File: config.mk
export PLATFORM = sky130hd
export DESIGN_NAME = pulse_width_serial_transceiver
export DESIGN_NICKNAME = d
export VERILOG_FILES = /design/src/hdl/pwst_pkg.sv /design/src/hdl/pwst_dp.sv /design/src/hdl/pwst_ctrl.sv /design/src/hdl/pulse_width_serial_transceiver.sv
export SDC_FILE = /design/constraint.sdc
export NUM_CORES = 1
export LEC_CHECK = 0
export CORE_MARGIN = 1.5
export CORE_UTILIZATION = 56
export CTS_CLUSTER_DIAMETER = 200
export CTS_CLUSTER_SIZE = 25
export DETAILED_ROUTE_END_ITERATION = 8
export DONT_BUFFER_PORTS = 1
export HOLD_SLACK_MARGIN = 0.02
export PLACE_DENSITY_LB_ADDON = 0.3
export SYNTH_ARGS = -nofsm -noshare
export SYNTH_HDL_FRONTEND = slang
export SYNTH_SLANG_ARGS = --single-unit
File: constraint.sdc
create_clock -name clock -period 4.2 [get_ports clock]
set_input_delay 0.21 -clock clock [delete_from_list [all_inputs] [get_ports clock]]
set_output_delay 0.21 -clock clock [all_outputs]
set_load 0.005 [all_outputs]
File: src/hdl/pwst_pkg.sv
`timescale 1ns / 1ps
// ----------------------------------------------------------------------------
// pwst_pkg
// Shared codes, reset values and controller/datapath interface types for the
// pulse-width serial transceiver.
// ----------------------------------------------------------------------------
package pwst_pkg;

   // request selector carried on req_tuser
   localparam logic [1:0] ACTION_TICK  = 2'd0;
   localparam logic [1:0] ACTION_PULSE = 2'd1;
   localparam logic [1:0] ACTION_SEND  = 2'd2;

   // result kind carried on rsp_tuser
   localparam logic KIND_SYMBOL = 1'b0;
   localparam logic KIND_FRAME  = 1'b1;

   // register indexes
   localparam int CSR_INDEX_W = 3;
   localparam int CSR_DATA_W  = 24;
   localparam logic [CSR_INDEX_W-1:0] CSR_SHORT_LIMIT   = 3'd0;
   localparam logic [CSR_INDEX_W-1:0] CSR_LONG_LIMIT    = 3'd1;
   localparam logic [CSR_INDEX_W-1:0] CSR_TIMEOUT_LIMIT = 3'd2;
   localparam logic [CSR_INDEX_W-1:0] CSR_ZERO_HIGH     = 3'd3;
   localparam logic [CSR_INDEX_W-1:0] CSR_ZERO_LOW      = 3'd4;
   localparam logic [CSR_INDEX_W-1:0] CSR_ONE_HIGH      = 3'd5;
   localparam logic [CSR_INDEX_W-1:0] CSR_ONE_LOW       = 3'd6;

   // field widths
   localparam int WIDTH_W = 24;
   localparam int TIME_W  = 16;
   localparam int WORD_W  = 32;

   // reset values
   localparam logic [WIDTH_W-1:0] SHORT_LIMIT_RST   = 24'd50000;
   localparam logic [WIDTH_W-1:0] LONG_LIMIT_RST    = 24'd200000;
   localparam logic [TIME_W-1:0]  TIMEOUT_LIMIT_RST = 16'd2000;
   localparam logic [TIME_W-1:0]  ZERO_HIGH_RST     = 16'd100;
   localparam logic [TIME_W-1:0]  ZERO_LOW_RST      = 16'd875;
   localparam logic [TIME_W-1:0]  ONE_HIGH_RST      = 16'd650;
   localparam logic [TIME_W-1:0]  ONE_LOW_RST       = 16'd325;

   localparam logic [TIME_W-1:0]  IDLE_MAX = 16'hFFFF;

   typedef struct packed {
      logic tick_en;
      logic pulse_en;
      logic send_en;
      logic skip_en;
      logic emit_en;
   } cmd_type;

   typedef struct packed {
      logic timeout_hit;
      logic tx_empty;
      logic tx_msb;
      logic tx_final;
   } status_type;

endpackage

File: src/hdl/pwst_dp.sv
`timescale 1ns / 1ps
// ----------------------------------------------------------------------------
// pwst_dp
// Datapath: settings, receive shift register, idle counter, transmit shift
// register with bit count, and the result register.
// ----------------------------------------------------------------------------
module pwst_dp #(
   parameter int FRAME_BITS = 32
) (
   input  logic                             clock,
   input  logic                             reset,
   input  logic                             csr_we,
   input  logic [pwst_pkg::CSR_INDEX_W-1:0] csr_index,
   input  logic [pwst_pkg::CSR_DATA_W-1:0]  csr_data,
   input  logic [pwst_pkg::WIDTH_W-1:0]     pulse_width,
   input  logic [pwst_pkg::WORD_W-1:0]      frame_to_send,
   input  pwst_pkg::cmd_type                cmd,
   output pwst_pkg::status_type             status,
   output logic                             kind,
   output logic                             bit_value,
   output logic [pwst_pkg::TIME_W-1:0]      high_time,
   output logic [pwst_pkg::TIME_W-1:0]      low_time,
   output logic                             last,
   output logic [pwst_pkg::WORD_W-1:0]      received_frame
);
   import pwst_pkg::*;

   localparam int SEND_BITS = (FRAME_BITS < WORD_W) ? FRAME_BITS : WORD_W;
   localparam int WIDE_W    = (FRAME_BITS > WORD_W) ? FRAME_BITS : WORD_W;
   localparam int CNT_W     = $clog2(SEND_BITS + 1);

   logic [WIDTH_W-1:0]    short_limit_ff, long_limit_ff;
   logic [TIME_W-1:0]     timeout_limit_ff;
   logic [TIME_W-1:0]     zero_high_ff, zero_low_ff, one_high_ff, one_low_ff;

   logic [FRAME_BITS-1:0] shift_ff, shift_in;
   logic                  started_ff, started_in;
   logic [TIME_W-1:0]     idle_ff, idle_in;
   logic [SEND_BITS-1:0]  tx_ff, tx_in;
   logic [CNT_W-1:0]      count_ff, count_in;

   logic                  kind_ff, kind_in;
   logic                  bit_ff, bit_in;
   logic [TIME_W-1:0]     high_ff, high_in;
   logic [TIME_W-1:0]     low_ff, low_in;
   logic                  last_ff, last_in;
   logic [WORD_W-1:0]     frame_ff, frame_in;

   logic [TIME_W-1:0]     idle_inc;
   logic [WIDE_W-1:0]     rx_ext;
   logic                  width_zero, width_one;

   always_ff @(posedge clock) begin
      if (reset) begin
         short_limit_ff   <= SHORT_LIMIT_RST;
         long_limit_ff    <= LONG_LIMIT_RST;
         timeout_limit_ff <= TIMEOUT_LIMIT_RST;
         zero_high_ff     <= ZERO_HIGH_RST;
         zero_low_ff      <= ZERO_LOW_RST;
         one_high_ff      <= ONE_HIGH_RST;
         one_low_ff       <= ONE_LOW_RST;
      end else if (csr_we) begin
         case (csr_index)
            CSR_SHORT_LIMIT:   short_limit_ff   <= csr_data;
            CSR_LONG_LIMIT:    long_limit_ff    <= csr_data;
            CSR_TIMEOUT_LIMIT: timeout_limit_ff <= csr_data[TIME_W-1:0];
            CSR_ZERO_HIGH:     zero_high_ff     <= csr_data[TIME_W-1:0];
            CSR_ZERO_LOW:      zero_low_ff      <= csr_data[TIME_W-1:0];
            CSR_ONE_HIGH:      one_high_ff      <= csr_data[TIME_W-1:0];
            CSR_ONE_LOW:       one_low_ff       <= csr_data[TIME_W-1:0];
            default: ;
         endcase
      end
   end

   always_comb begin
      idle_inc   = (idle_ff == IDLE_MAX) ? idle_ff : idle_ff + 16'd1;
      rx_ext     = WIDE_W'(shift_ff);
      width_zero = pulse_width < short_limit_ff;
      width_one  = (pulse_width > short_limit_ff) && (pulse_width < long_limit_ff);

      status.timeout_hit = started_ff && (idle_inc > timeout_limit_ff);
      status.tx_empty    = (tx_ff == '0);
      status.tx_msb      = tx_ff[SEND_BITS-1];
      status.tx_final    = (count_ff == CNT_W'(1));

      shift_in   = shift_ff;
      started_in = started_ff;
      idle_in    = idle_ff;
      tx_in      = tx_ff;
      count_in   = count_ff;
      kind_in    = kind_ff;
      bit_in     = bit_ff;
      high_in    = high_ff;
      low_in     = low_ff;
      last_in    = last_ff;
      frame_in   = frame_ff;

      if (cmd.tick_en) begin
         idle_in = idle_inc;
         if (status.timeout_hit) begin
            shift_in   = '0;
            started_in = 1'b0;
            kind_in    = KIND_FRAME;
            bit_in     = 1'b0;
            high_in    = '0;
            low_in     = '0;
            last_in    = 1'b0;
            frame_in   = rx_ext[WORD_W-1:0];
         end
      end

      if (cmd.pulse_en) begin
         started_in = 1'b1;
         idle_in    = '0;
         if (width_zero)
            shift_in = {shift_ff[FRAME_BITS-2:0], 1'b0};
         else if (width_one)
            shift_in = {shift_ff[FRAME_BITS-2:0], 1'b1};
      end

      if (cmd.send_en) begin
         started_in = 1'b0;
         idle_in    = '0;
         tx_in      = SEND_BITS'(frame_to_send);
         count_in   = CNT_W'(SEND_BITS);
      end

      // leading zeros drop out one per cycle
      if (cmd.skip_en) begin
         tx_in    = tx_ff << 1;
         count_in = count_ff - CNT_W'(1);
      end

      if (cmd.emit_en) begin
         kind_in  = KIND_SYMBOL;
         bit_in   = status.tx_msb;
         high_in  = status.tx_msb ? one_high_ff : zero_high_ff;
         low_in   = status.tx_msb ? one_low_ff : zero_low_ff;
         last_in  = status.tx_final;
         frame_in = '0;
         tx_in    = tx_ff << 1;
         count_in = count_ff - CNT_W'(1);
      end
   end

   always_ff @(posedge clock) begin
      if (reset) begin
         shift_ff   <= '0;
         started_ff <= 1'b0;
         idle_ff    <= '0;
      end else begin
         shift_ff   <= shift_in;
         started_ff <= started_in;
         idle_ff    <= idle_in;
      end
   end

   always_ff @(posedge clock) begin
      tx_ff    <= tx_in;
      count_ff <= count_in;
      kind_ff  <= kind_in;
      bit_ff   <= bit_in;
      high_ff  <= high_in;
      low_ff   <= low_in;
      last_ff  <= last_in;
      frame_ff <= frame_in;
   end

   assign kind           = kind_ff;
   assign bit_value      = bit_ff;
   assign high_time      = high_ff;
   assign low_time       = low_ff;
   assign last           = last_ff;
   assign received_frame = frame_ff;

   // a symbol is only ever taken from a non-empty count
   a_emit_count: assert property (@(posedge clock) disable iff (reset)
      cmd.emit_en |-> (count_ff != '0))
      else $error("emit with zero bit count");

endmodule

File: src/hdl/pwst_ctrl.sv
`timescale 1ns / 1ps
// ----------------------------------------------------------------------------
// pwst_ctrl
// Controller: request decode, send sequencing and result-valid tracking.
// ----------------------------------------------------------------------------
module pwst_ctrl (
   input  logic                 clock,
   input  logic                 reset,
   input  logic                 req_tvalid,
   output logic                 req_tready,
   input  logic [1:0]           action,
   output logic                 rsp_tvalid,
   input  logic                 rsp_tready,
   input  pwst_pkg::status_type status,
   output pwst_pkg::cmd_type    cmd
);
   import pwst_pkg::*;

   localparam logic [1:0] S_IDLE = 2'd0;
   localparam logic [1:0] S_SKIP = 2'd1;
   localparam logic [1:0] S_EMIT = 2'd2;

   logic [1:0] state_ff, state_in;
   logic       valid_ff, valid_in;
   logic       out_free;
   logic       req_fire;

   assign out_free = !valid_ff || rsp_tready;
   assign req_fire = req_tvalid && req_tready;

   always_comb begin
      state_in   = state_ff;
      valid_in   = valid_ff && !rsp_tready;
      req_tready = 1'b0;
      cmd        = '0;

      case (state_ff)
         S_IDLE: begin
            req_tready = out_free;
            if (req_fire) begin
               case (action)
                  ACTION_TICK: begin
                     cmd.tick_en = 1'b1;
                     if (status.timeout_hit)
                        valid_in = 1'b1;
                  end
                  ACTION_PULSE: cmd.pulse_en = 1'b1;
                  ACTION_SEND: begin
                     cmd.send_en = 1'b1;
                     state_in    = S_SKIP;
                  end
                  default: ;
               endcase
            end
         end
         S_SKIP: begin
            if (status.tx_empty)
               state_in = S_IDLE;
            else if (status.tx_msb)
               state_in = S_EMIT;
            else
               cmd.skip_en = 1'b1;
         end
         S_EMIT: begin
            if (out_free) begin
               cmd.emit_en = 1'b1;
               valid_in    = 1'b1;
               if (status.tx_final)
                  state_in = S_IDLE;
            end
         end
         default: state_in = S_IDLE;
      endcase
   end

   always_ff @(posedge clock) begin
      if (reset) begin
         state_ff <= S_IDLE;
         valid_ff <= 1'b0;
      end else begin
         state_ff <= state_in;
         valid_ff <= valid_in;
      end
   end

   assign rsp_tvalid = valid_ff;

   a_cmd_onehot: assert property (@(posedge clock) disable iff (reset)
      $onehot0({cmd.tick_en, cmd.pulse_en, cmd.send_en, cmd.skip_en, cmd.emit_en}))
      else $error("more than one datapath command");

   a_no_overwrite: assert property (@(posedge clock) disable iff (reset)
      (cmd.emit_en || (cmd.tick_en && status.timeout_hit)) |-> out_free)
      else $error("result register loaded while still full");

   a_send_seq: assert property (@(posedge clock) disable iff (reset)
      cmd.send_en |=> (state_ff == S_SKIP))
      else $error("send did not start the sequencer");

   a_busy_stall: assert property (@(posedge clock) disable iff (reset)
      (state_ff != S_IDLE) |-> !req_tready)
      else $error("request taken while sending");

endmodule

File: src/hdl/pulse_width_serial_transceiver.sv
`timescale 1ns / 1ps
// ----------------------------------------------------------------------------
// pulse_width_serial_transceiver
// Single-wire pulse-width coded transceiver: encodes frames into symbols and
// decodes measured pulse widths into a received frame with idle timeout.
// ----------------------------------------------------------------------------
//  channel  dir  handshake            payload
//  req_     in   req_tvalid/tready    tuser action, tdata width + frame
//  rsp_     out  rsp_tvalid/tready    tuser kind, tlast, tdata symbol/frame
//  csr_     in   csr_valid/ready      csr_index, csr_data
//
//  A send loads the transmit shift register, shifts out its leading zeros
//  and then emits one symbol per remaining bit: the transmit shift register
//  moves one bit per cycle while rsp_tready does not hold an emit.
//  Reset loads the default settings and clears the receive state.
//  A stalled rsp_tready holds an emit; req_tready stays low while a
//  send is in progress or the result register cannot be refilled.
// ----------------------------------------------------------------------------
module pulse_width_serial_transceiver #(
   parameter int FRAME_BITS = 32
) (
   input  logic                             clock,
   input  logic                             reset,
   input  logic                             req_tvalid,
   output logic                             req_tready,
   input  logic [55:0]                      req_tdata,  // pulse_width, frame_to_send
   input  logic [1:0]                       req_tuser,  // action
   output logic                             rsp_tvalid,
   input  logic                             rsp_tready,
   // bit_value, high_time, low_time, received_frame, 7 pad bits
   output logic [71:0]                      rsp_tdata,
   output logic                             rsp_tuser,  // kind
   output logic                             rsp_tlast,
   input  logic                             csr_valid,
   output logic                             csr_ready,
   input  logic [pwst_pkg::CSR_INDEX_W-1:0] csr_index,
   input  logic [pwst_pkg::CSR_DATA_W-1:0]  csr_data
);
   import pwst_pkg::*;

   cmd_type             cmd;
   status_type          status;
   logic                bit_value;
   logic [TIME_W-1:0]   high_time, low_time;
   logic [WORD_W-1:0]   received_frame;

   assign csr_ready = 1'b1;

   pwst_ctrl u_ctrl (
      .clock      (clock),
      .reset      (reset),
      .req_tvalid (req_tvalid),
      .req_tready (req_tready),
      .action     (req_tuser),
      .rsp_tvalid (rsp_tvalid),
      .rsp_tready (rsp_tready),
      .status     (status),
      .cmd        (cmd)
   );

   pwst_dp #(
      .FRAME_BITS (FRAME_BITS)
   ) u_dp (
      .clock          (clock),
      .reset          (reset),
      .csr_we         (csr_valid && csr_ready),
      .csr_index      (csr_index),
      .csr_data       (csr_data),
      .pulse_width    (req_tdata[23:0]),
      .frame_to_send  (req_tdata[55:24]),
      .cmd            (cmd),
      .status         (status),
      .kind           (rsp_tuser),
      .bit_value      (bit_value),
      .high_time      (high_time),
      .low_time       (low_time),
      .last           (rsp_tlast),
      .received_frame (received_frame)
   );

   assign rsp_tdata = {7'd0, received_frame, low_time, high_time, bit_value};

endmodule
Word level (Yosys, flattened, before mapping). Index checks and enable logic that the tools add are counted. Widths: inputs -> output; s select.

Reduce and logical (&&, ||, !) cells: 30. Order comparisons: 4. Mux-type cells: 46. $add $sub $neg: 2. Equal/unequal tests: 17.

Operators with widths (count): $mux 32 (8); $mux 16 (7); $lt 24x24->1 (2); $logic_not 32->1 (1); $gt 24x24->1 (1); $reduce_and 2->1 (10); $mux 1 (18); $mux 6 (3); $add 16x1->16 const B (1); $eq 16x16->1 const B (1); $gt 16x16->1 (1); $mux 2 (6); $eq 3x3->1 const B (3); $reduce_bool 2->1 (4); $eq 3x2->1 const B (2); $eq 6x1->1 const B (1); $mux 3 (2); $pmux 2 s3 (1); $sub 6x1->6 const B (1); $reduce_and 5->1 (1); $eq 2x1->1 const B (2); $eq 2x2->1 const B (2); $logic_and 1x1->1 (4); $logic_not 2->1 (2); other kinds (11) (15).

Register bits: 285. Bits of input ports: 90. Output and inout bits: 77. Logic and storage cells: 120.

Logic depth before layout (Yosys ltp). Gate-level depths: netlist of run 1.

Word-level depth: 10. Depth in mapped cells: 18.

Modules after synthesis. From an unflattened synthesis of run 1, not the netlist that was laid out.

Cells, all modules: 1465. Area, all modules: 13226.4 sq um.

Modules (own cells, without submodules): pwst_dp (times used 1, cells an instance 1430, area an instance 12932.4 sq um, sequential area each 6356.1 sq um); pwst_ctrl (times used 1, cells an instance 24, area an instance 219.0 sq um, sequential area each 60.1 sq um); pulse_width_serial_transceiver (times used 1, cells an instance 11, area an instance 75.1 sq um, sequential area each 0.0 sq um).

Worst setup path after synthesis of run 1. No wires, ideal clock.

Path kind: register -> register. Start: register u_dp.idle_ff[7]. End: register u_dp.bit_ff, in the netlist u_dp.bit_value, enable pin. Data required time: 3709 ps. Data arrival time: 3661 ps. Buffers on the path: 3. Slack: 48 ps. Cell stages (with the launch flop): 15. Path through: dfxtp_1 > clkbuf_1 > nand4_1 > nor2_1 > nand2_1 > nor3_1 > mux2_2 > ha_1 > nand4_1 > or4_1 > nand4b_1 > a31o_1 > buf_6 > buf_2 > nand2_1.

Cells in the longest elaborated chain, start to end: 6.

RTL lines: start, declared (RTL line pwst_dp.sv:38) `logic [TIME_W-1:0] idle_ff, idle_in;`; start signal, assigned (RTL line pwst_dp.sv:155) `idle_ff <= idle_in;`; $add 16x1->16 or $eq 16x16->1 (tied branches) (RTL line pwst_dp.sv:77) `idle_inc = (idle_ff == IDLE_MAX) ? idle_ff : idle_ff + 16'd1;`; $mux 16 (*) (RTL line pwst_dp.sv:77); named net u_dp.idle_inc[15] (RTL line pwst_dp.sv:49) `logic [TIME_W-1:0] idle_inc;`; $gt 16x16->1 (*) (RTL line pwst_dp.sv:82) `status.timeout_hit = started_ff && (idle_inc > timeout_limit_ff);`; $logic_and 1x1->1 (*) (RTL line pwst_dp.sv:82); $reduce_bool 2->1 (no line) (*); $reduce_and 2->1 (no line) (*); end signal, assigned (RTL line pwst_dp.sv:163) `bit_ff <= bit_in;`; end, declared (RTL line pwst_dp.sv:43) `logic bit_ff, bit_in;`.

Mark *: on every way through the listed nets, which the timed path passes. The rest lies on a longest branch. A chain may end at the register's enable or synchronous reset.

Worst setup path in the final report of run 1.
Start: register u_dp.idle_ff[7]. End: register u_ctrl.valid_ff, in the netlist u_ctrl.rsp_tvalid.

Cells in the longest elaborated chain, start to end: 8.

RTL lines: $add 16x1->16 or $eq 16x16->1 (tied branches) (RTL line pwst_dp.sv:77); $mux 16 (*) (RTL line pwst_dp.sv:77); named net u_dp.idle_inc[7] (RTL line pwst_dp.sv:49); $gt 16x16->1 (*) (RTL line pwst_dp.sv:82); $logic_and 1x1->1 (*) (RTL line pwst_dp.sv:82); $mux 1 (*) (RTL line pwst_ctrl.sv:44) `if (status.timeout_hit)`; $mux 1 (*) (RTL line pwst_ctrl.sv:41) `case (action)`; $mux 1 (*) (RTL line pwst_ctrl.sv:40) `if (req_fire) begin`; $pmux 1 s2 (*) (RTL line pwst_ctrl.sv:37) `case (state_ff)`; end signal, assigned (RTL line pwst_ctrl.sv:82) `valid_ff <= valid_in;`; end, declared (RTL line pwst_ctrl.sv:24) `logic valid_ff, valid_in;`.

Marks and branches as above.

==> results_dict.tcl, run 1 <==
set metrics [dict create \
    yosysWarnings 0 \
    ys_async_sr_fraction 0 \
    end_kind "flip-flop" \
    grt.overflow.total 0 \
    ios 167 \
    route.detailed.drc 0 \
    leakage_nw 5.77 \
    ys_seq_area_frac 0.496 \
    ys_ff_latch 285 \
    hold_viol_final 0 \
    skew_ns 0.0231 \
    p_total_w 0.00485 \
    h-tree-depth 1 \
    area_growth_pct 9.16 \
    vias 9638 \
    worst_slack_ns 0.201 \
    synthTopCellsByArea "dfxtp_1 33%, edfxtp_1 16%, nand2_1 8.2%" \
    via_per_inst 5.63 \
    post_drt_wl_per_cell_um 17.5 \
    worst_r2r_path_depth 13 \
    grt_max_degree 166 \
    start_util 0.572 \
    criticalPathCategory "reg2reg" \
    synth_enable_flop_cells 71 \
    io_buffers 0 \
    synth_most_common_cell "nand2_1" \
    grt_first_pass_wirelength_um 46600 \
    tritoncts "built" \
    clock_latency_ns 0.51 \
    antenna_found_initial 7 \
    layout_min_cycle_time_ns 4.00 \
    pre_cts_ws_ns 0.512 \
    crit_arrival_ns 4.39 \
    clkTransAtPathRegs_ns 0.10 \
    grt_pass1_vias 8907 \
    synth_top_cell_by_area "dfxtp_1" \
    wl_um 30000 \
    netlist_area_um2 12900 \
    whs_path_depth 4 \
    core_area_um2 22600 \
    dieWidth_um 155 \
    hold_end "u_dp.zero_low_ff[10]" \
    clock_sinks 285 \
    ir_worst_vdd_mv 0.257 \
    min_from "csr_index[0]" \
    regToRegStartpoint "u_dp.idle_ff[7]" \
    status "completed" \
    synth_common_cells "284 x nand2_1, 214 x dfxtp_1, 130 x a21oi_1" \
    clk_path_buf_depth 3 \
    worst_hold_slack_ns 0.0989 \
    fin_nets 1574 \
    die_y_um 155 \
    gp_congestion 0.862 \
    synth_ff_type "dfxtp_1" \
    start_kind "flip-flop" \
    finalSetupViolCount 0 \
    power.density_nw_per_um2 343 \
    period_share 0.952 \
    die_area_um2 24000 \
    antenna_left 0 \
    synth.top_cell.area_share 0.331 \
    hpwl_um 19200 \
    slew_violations 0 \
    r2r_end "u_ctrl.rsp_tvalid" \
    initialDrtViolationCount 673 \
    drive_above_1_share 0.0337 \
    worst_pin_slew_ns 1.28 \
    max-cap-violations 0 \
    fillers 1864 \
    track_usage 0.242 \
    critPathRequiredTime_ns 4.59 \
    cts_root_buf "clkbuf_16" \
    max_freq_mhz 250 \
    reg2reg_setup_slack_ns 0.20 \
    placementRows 55 \
    syn_inst 1400 \
    hold_path_class "in2reg" \
    relSlewSlack 0.145 \
    avgSynthCellArea_um2 9.25 \
    firstDrtPassIters 8 \
    cp_max_fo 18 \
    ys_types 52 \
    numCtsBuffers 15 \
]
[layer usage]
| layer | part of all wire | global-route usage | vias to the layer above |
|---|---|---|---|
| met5 | 0.00077 | 0 | - |
| li1 | - | - | 4792 |
| met1 | 0.42 | 0.304 | 4520 |
| met4 | 0.026 | 0.0701 | 4 |
| met2 | 0.48 | 0.415 | 269 |
| met3 | 0.072 | 0.0574 | 53 |
[stage by stage]
| stage | cell area, µm² | utilization | setup TNS [ns] | cells |
|---|---|---|---|---|
| floorplan | 13000 | - | 0 | 1406 |
| global placement | 13100 | 0.577 | 0 | 1625 |
| detailed placement | 13100 | 0.577 | 0 | 1625 |
| CTS | 14100 | 0.623 | 0 | 1707 |
| global route | 14100 | 0.624 | -0.0217 | 1710 |
| finish | 14100 | 0.624 | 0 | 1712 |
[flip-flops by register name (all words and copies together) (netlist names)]
register,flops
u_dp.high_time,16
u_dp.zero_high_ff,16
u_dp.short_limit_ff,24
u_dp.timeout_limit_ff,16
u_dp.last,1
u_dp.tx_ff,32
u_dp.one_high_ff,16
u_dp.long_limit_ff,24
u_ctrl.state_ff,2
u_dp.started_ff,1
u_ctrl.rsp_tvalid,1
u_dp.one_low_ff,16
u_dp.idle_ff,16
u_dp.count_ff,6
u_dp.low_time,16
u_dp.rx_ext,32
u_dp.received_frame,32
u_dp.zero_low_ff,16
u_dp.bit_value,1
u_dp.kind,1
[where the power goes]
part	total (W)	switching, W	leakage, nW	internal (W)
combinational	0.000394	0.000234	3.13	0.000160
clock	0.00156	0.000879	0.199	0.000678
sequential	0.00290	0.0000320	2.45	0.00287
total	0.00485	0.00114	5.77	0.00370
[critical path, stage by stage (launching register included)]
cell and delay (ns):
dfxtp_1 0.48, nand4_1 0.25, nor3_1 0.35, nand2_2 0.22, and3_1 0.27, xor2_1 0.15, ha_1 0.32, nand4_1 0.12
or4_1 0.49, nand4b_1 0.12, a31o_2 0.19, buf_8 0.22, a31oi_1 0.11, dlygate4sd3_1 0.58
[cell families (layout without fill, tap and decap cells)]
group / Yosys count / in the layout / synth area share
adders and majority gates: 66 / 66 / 0.0638
other: 2 / 12 / 0.000580
muxes: 103 / 103 / 0.0799
and+or+nand+nor: 553 / 553 / 0.191
buffers and inverters: 150 / 167 / 0.0501
DFF: 285 / 285 / 0.496
AOI/OAI and AO/OA: 221 / 221 / 0.106
xor gates and xnor gates: 20 / 20 / 0.0135
[cell usage in the layout (no fill, tap or decap), types with 11 or more instances in the layout]
| cell | n |
|---|---|
| nand2_1 | 283 |
| a22o_1 | 31 |
| clkbuf_16 | 15 |
| inv_1 | 70 |
| nand4_1 | 20 |
| dlygate4sd3_1 | 59 |
| xor2_1 | 11 |
| dfxtp_1 | 213 |
| mux2i_1 | 100 |
| edfxtp_1 | 71 |
| a21oi_1 | 130 |
| nor4_1 | 11 |
| nor2_1 | 115 |
| nand3_1 | 22 |
| ha_1 | 66 |
| nand3b_1 | 18 |
| nand2b_1 | 37 |
| o21ai_0 | 14 |
| buf_4 | 14 |
| a211o_1 | 18 |
[repair_timing]
item,in CTS,in global routing
setup endpoints to repair,0,1
gates resized for setup,0,5
setup buffers,0,1
hold buffers,60,0
endpoints found under the hold margin,202,0
[final cells by class]
cell class / instances / area [µm²] / share of cell area
flip-flops and latches: 285 / 6420 / 0.454
multi-input cells: 971 / 5930 / 0.420
repair buffers: 75 / 738 / 0.0522
clock buffers: 21 / 398 / 0.0282
well taps: 285 / 357 / 0.0252
inverters: 70 / 263 / 0.0186
clock inverters: 1 / 16.3 / 0.00115
diodes: 4 / 10.0 / 0.000708
[worst max-delay path by stage]
stage               slack [ns]  cells after the start                      end            start
global route             -0.02                     13        u_ctrl.rsp_tvalid  u_dp.idle_ff[7]
CTS                        0.1                     13        u_ctrl.rsp_tvalid  u_dp.idle_ff[7]
global placement          0.67                     14           u_dp.rx_ext[0]  u_dp.idle_ff[7]
finish                    0.20                     13        u_ctrl.rsp_tvalid  u_dp.idle_ff[7]
detailed placement        0.51                     13  u_dp.received_frame[11]  u_dp.idle_ff[7]
floorplan                 0.05                     14           u_dp.bit_value  u_dp.idle_ff[7]
Note: power is estimated with default switching activity, not from simulation.
==> run 2, diff against run 1 <==
--- a/config.mk
+++ b/config.mk
@@ -5,13 +5,14 @@
 export SDC_FILE = /design/constraint.sdc
 export NUM_CORES = 1
 export LEC_CHECK = 0
-export CORE_MARGIN = 1.5
+export CORE_MARGIN = 8
 export CORE_UTILIZATION = 56
 export CTS_CLUSTER_DIAMETER = 200
 export CTS_CLUSTER_SIZE = 25
 export DETAILED_ROUTE_END_ITERATION = 8
 export DONT_BUFFER_PORTS = 1
 export HOLD_SLACK_MARGIN = 0.02
+export MAX_ROUTING_LAYER = met4
 export PLACE_DENSITY_LB_ADDON = 0.3
 export SYNTH_ARGS = -nofsm -noshare
 export SYNTH_HDL_FRONTEND = slang
==> run 2 against run 1 <==
- count of clock-buffer cells in the layout increased by 2
- register-to-register slack improved by 0.26 ns
- routed wire length increased by 3.1%
- via count increased by 0.43%
- critical path type unchanged
- critical endpoint is now u_dp.rx_ext[18]
- largest cell class unchanged
==> results_dict.tcl, run 2 (synthesis results as in run 1) <==
set metrics [dict create \
    hpwl_um 20200 \
    layout_commonest_cell "nand2_1" \
    post_cts.repair.setup_buffers 0 \
    grt_max_degree 166 \
    power.density_nw_per_um2 342 \
    slew_violations 0 \
    vias 9679 \
    final_cell_mix "284 x nand2_1, 214 x dfxtp_1, 130 x a21oi_1" \
    end_kind "flip-flop" \
    stdcell_area_um2 14200 \
    cts_resized 0 \
    die_y_um 168 \
    fin_nets 1578 \
    fin_util 0.626 \
    finalSetupViolCount 0 \
    pwr-share-seq 0.597 \
    dieWidth_um 168 \
    tritoncts "built" \
    via_per_inst 5.63 \
    net-switching-power_w 0.00114 \
    gp_congestion 0.881 \
    skew_ns 0.0173 \
    antenna_left 0 \
    route.detailed.drc 0 \
    start_util 0.572 \
    layout_min_cycle_time_ns 3.74 \
    antenna_found_initial 5 \
    critPathRequiredTime_ns 4.61 \
    fillers 1900 \
    place_area_um2 13100 \
    clkTransAtPathRegs_ns 0.10 \
    clock_sinks 285 \
    post_drt_wl_per_cell_um 18.0 \
    rsz0062_at_grt "false" \
    hold_viol_final 0 \
    h-tree-depth 1 \
    status "completed" \
    leakage_nw 5.79 \
    wl_um 30900 \
    grt.overflow.total 0 \
    cts_root_buf "clkbuf_16" \
    ios 167 \
    grt_first_pass_wirelength_um 49500 \
    numCtsBuffers 15 \
    criticalPathCategory "reg2reg" \
    max_freq_mhz 268 \
    core_area_um2 22600 \
    die_area_um2 28200 \
    worst_pin_slew_ns 1.20 \
    setup_tns_ns 0 \
    clock_latency_ns 0.50 \
    area_growth_pct 9.54 \
    max-cap-violations 0 \
    clockPowerShare 0.321 \
    io_buffers 0 \
    start_kind "flip-flop" \
    track_usage 0.221 \
    period_share 0.890 \
    grt_pass1_vias 9210 \
    placementRows 55 \
    switching_share 0.235 \
    hold_path_class "in2reg" \
    intPower_w 0.00372 \
    relSlewSlack 0.194 \
    initialDrtViolationCount 811 \
    clk_path_buf_depth 3 \
    cp_max_fo 31 \
    p_comb_frac 0.082 \
    firstDrtPassIters 5 \
    ir_worst_vdd_mv 0.305 \
    drive_above_1_share 0.0315 \
    crit_arrival_ns 4.15 \
]
run 2: final timing paths:
| path | from | to | slack, ns | cells after the start |
|---|---|---|---|---|
| max reg2reg | u_dp.idle_ff[7] | u_dp.rx_ext[18] | 0.46 | 14 |
| max | u_dp.idle_ff[7] | u_dp.rx_ext[18] | 0.46 | 14 |
| min reg2reg | u_dp.long_limit_ff[0] | u_dp.long_limit_ff[0] | 0.45 | 2 |
| min | rsp_tready | u_ctrl.rsp_tvalid | 0.06 | 2 |
run 2: layout make-up:
class                   instances  area (µm²)  area share
flip-flops and latches        285        6420       0.453
multi-input cells             971        5930       0.418
repair buffers                 79         783      0.0552
clock buffers                  23         405      0.0286
well taps                     285         357      0.0252
inverters                      70         263      0.0185
clock inverters                 1        16.3     0.00115
diodes                          5        12.5    0.000882
run 2: power by group through the flow:
stage | Sequential [W] | Combinational [W] | Clock, W
5_1_grt | 0.00291 | 0.000441 | 0.00170
2_1_floorplan | 0.00295 | 0.000260 | 0
6_report | 0.00290 | 0.000398 | 0.00156
3_3_place_gp | 0.00296 | 0.000286 | 0
3_5_place_dp | 0.00296 | 0.000294 | 0
4_1_cts | 0.00290 | 0.000396 | 0.00160
run 2: worst max-delay path: stages, from the launching register on:
cell	delay, ns
dfxtp_1	0.46
nand4_1	0.24
nor2_1	0.24
nand2_1	0.13
nor3_1	0.18
mux2_2	0.38
ha_1	0.29
nand4_1	0.16
or4_1	0.56
nand4b_1	0.11
a31o_2	0.18
and2b_1	0.16
buf_4	0.31
nand2_1	0.09
mux2i_1	0.15
run 2: per-layer routing:
metal | routed length, µm | vias up | GRT usage
li1 | - | 4810 | -
met2 | 14700 | 246 | 0.354
met4 | 843 | 0 | 0.0652
met5 | 0 | - | -
met1 | 13700 | 4576 | 0.280
met3 | 1730 | 47 | 0.0449
run 2: timing repair:
action                                 4_1_cts  5_1_grt
setup endpoints to repair                    0        0
hold buffers                                64        0
endpoints found under the hold margin      202        0
run 2: per-stage QoR:
step	hold WS (ns)	setup WS [ns]	total power (W)	cells
after floorplan	0.328	0.0480	0.00321	1406
after global placement	0.301	0.659	0.00325	1626
after detailed placement	0.299	0.524	0.00326	1626
after CTS	0.0225	0.471	0.00489	1714
after global routing	0.0473	0.0611	0.00504	1719
final	0.0578	0.463	0.00485	1719
==> run 3, diff against run 2 <==
--- a/config.mk
+++ b/config.mk
@@ -5,12 +5,12 @@
 export SDC_FILE = /design/constraint.sdc
 export NUM_CORES = 1
 export LEC_CHECK = 0
+export BUFFER_PORTS_ARGS = -buffer_cell sky130_fd_sc_hd__buf_4
 export CORE_MARGIN = 8
-export CORE_UTILIZATION = 56
+export CORE_UTILIZATION = 52
 export CTS_CLUSTER_DIAMETER = 200
 export CTS_CLUSTER_SIZE = 25
 export DETAILED_ROUTE_END_ITERATION = 8
-export DONT_BUFFER_PORTS = 1
 export HOLD_SLACK_MARGIN = 0.02
 export MAX_ROUTING_LAYER = met4
 export PLACE_DENSITY_LB_ADDON = 0.3
==> run 3 against run 2 <==
- clock power about the same
- clock skew up 0.0032 ns
- hold slack got worse by 0.015 ns
- sequential power hardly changed
- die area increased by 6.9%
- combinational power is 18% higher
- critical path type unchanged
- critical endpoint is now u_dp.rx_ext[12]
- highest routed layer unchanged
==> results_dict.tcl, run 3 (synthesis results as in run 1) <==
set metrics [dict create \
    status "completed" \
    cp_max_fo 32 \
    worst_pin_slew_ns 1.20 \
    crit_arrival_ns 4.13 \
    wl_met2_um 15600 \
    ios 167 \
    core_area_um2 24400 \
    grt_first_pass_wirelength_um 50400 \
    pre_cts_ws_ns 0.534 \
    clockPowerShare 0.317 \
    grt.overflow.total 0 \
    die_y_um 174 \
    critPathRequiredTime_ns 4.62 \
    p_comb_frac 0.095 \
    relSlewSlack 0.200 \
    clock_latency_ns 0.49 \
    top_layer "met4" \
    initialDrtViolationCount 772 \
    period_share 0.883 \
    antenna_left 0 \
    hpwl_um 21200 \
    h-tree-depth 1 \
    wl_um 31600 \
    place_area_um2 14300 \
    ir_worst_vdd_mv 0.210 \
    tritoncts "built" \
    layout_min_cycle_time_ns 3.71 \
    placementRows 57 \
    max-cap-violations 0 \
    power.density_nw_per_um2 323 \
    clock_sinks 285 \
    max_freq_mhz 270 \
    skew_ns 0.0204 \
    grt_pass1_vias 9897 \
    rsz0062_at_grt "false" \
    switching_share 0.236 \
    leakage_nw 6.53 \
    p_total_w 0.00493 \
    pwr-share-seq 0.588 \
    gp_congestion 0.902 \
    clkTransAtPathRegs_ns 0.10 \
    antenna_cells 0 \
    post_cts.repair.setup_buffers 0 \
    setup_tns_ns 0 \
    track_usage 0.205 \
    firstDrtPassIters 5 \
    start_util 0.531 \
    criticalPathCategory "reg2reg" \
    wl_met3_um 1630 \
    die_area_um2 30200 \
    vias 10226 \
    clk_path_buf_depth 3 \
    net-switching-power_w 0.00117 \
    via_per_inst 5.38 \
    intPower_w 0.00377 \
    antenna_found_initial 0 \
    route.detailed.drc 0 \
    stdcell_area_um2 15300 \
    end_kind "flip-flop" \
    area_growth_pct 17.9 \
    dieWidth_um 174 \
    final_cell_mix "284 x nand2_1, 214 x dfxtp_1, 172 x buf_4" \
    grt_max_degree 100 \
    layout_commonest_cell "nand2_1" \
    hold_viol_final 0 \
    m1WireLength_um 13800 \
    fillers 2054 \
    post_drt_wl_per_cell_um 16.7 \
    cts_root_buf "clkbuf_16" \
    drive_above_1_share 0.129 \
    hold_path_class "in2reg" \
    io_buffers 158 \
    numCtsBuffers 15 \
    finalSetupViolCount 0 \
    start_kind "flip-flop" \
    slew_violations 0 \
    fin_nets 1723 \
    worst_slack_ns 0.492 \
]
run 3: cell types whose count changed in the layout (fill, tap and decap cells not counted):
| cell | change |
|---|---|
| buf_4 | +158 |
| dlygate4sd3_1 | -12 |
| diode_2 | -5 |
| buf_16 | -1 |
| inv_6 | +1 |
run 3: cell type report:
| class | count | area (µm²) | area share |
|---|---|---|---|
| well taps | 324 | 405 | 0.0266 |
| flip-flops and latches | 285 | 6420 | 0.420 |
| inverters | 70 | 263 | 0.0172 |
| repair buffers | 224 | 1820 | 0.119 |
| multi-input cells | 971 | 5930 | 0.388 |
| clock inverters | 2 | 25.0 | 0.00164 |
| clock buffers | 23 | 405 | 0.0266 |
run 3: stage by stage:
step / utilization / hold slack (ns) / std cells
final: 0.626 / 0.0431 / 1899
after global routing: 0.626 / 0.0235 / 1899
after CTS: 0.626 / 0.0244 / 1899
after detailed placement: 0.587 / 0.427 / 1823
after global placement: 0.587 / 0.423 / 1823
after floorplan: - / 0.328 / 1406
run 3: timing repair:
| action | 4_1_cts | 5_1_grt |
|---|---|---|
| endpoints found under the hold margin | 112 | 0 |
| hold buffers | 51 | 0 |
| gates resized for setup | 0 | 0 |
run 3: metal layers:
metal	vias to the layer above	track usage
met4	0	0.0456
li1	5086	-
met3	34	0.0303
met1	4857	0.252
met2	249	0.351
met5	-	-
run 3: worst max-delay path, cell delays in order (launching register included):
cell and delay (ns):
dfxtp_1 0.45, and3_1 0.23, and4_1 0.28, nand2_1 0.12, nor3_1 0.18, mux2_2 0.37
ha_1 0.31, nand4_1 0.17, or4_1 0.56, nand4b_1 0.10, a31o_2 0.17, and2b_1 0.13
buf_4 0.31, nand2_1 0.10, mux2i_1 0.15
run 3: final timing paths:
kind / from / to / slack, ns / depth (start not counted)
hold reg to reg: u_dp.kind / u_dp.kind / 0.45 / 2
setup reg to reg: u_dp.idle_ff[2] / u_dp.rx_ext[12] / 0.49 / 14
hold / removal: csr_data[8] / u_dp.long_limit_ff[8] / 0.04 / 2
setup / recovery: u_dp.idle_ff[2] / u_dp.rx_ext[12] / 0.49 / 14
run 3: power groups by stage:
stage               combinational (W)  sequential (W)  clock (W)
floorplan                    0.000260         0.00295          0
global placement             0.000418         0.00296          0
detailed placement           0.000425         0.00296          0
CTS                          0.000466         0.00290    0.00162
global route                 0.000515         0.00291    0.00171
finish                       0.000468         0.00290    0.00156
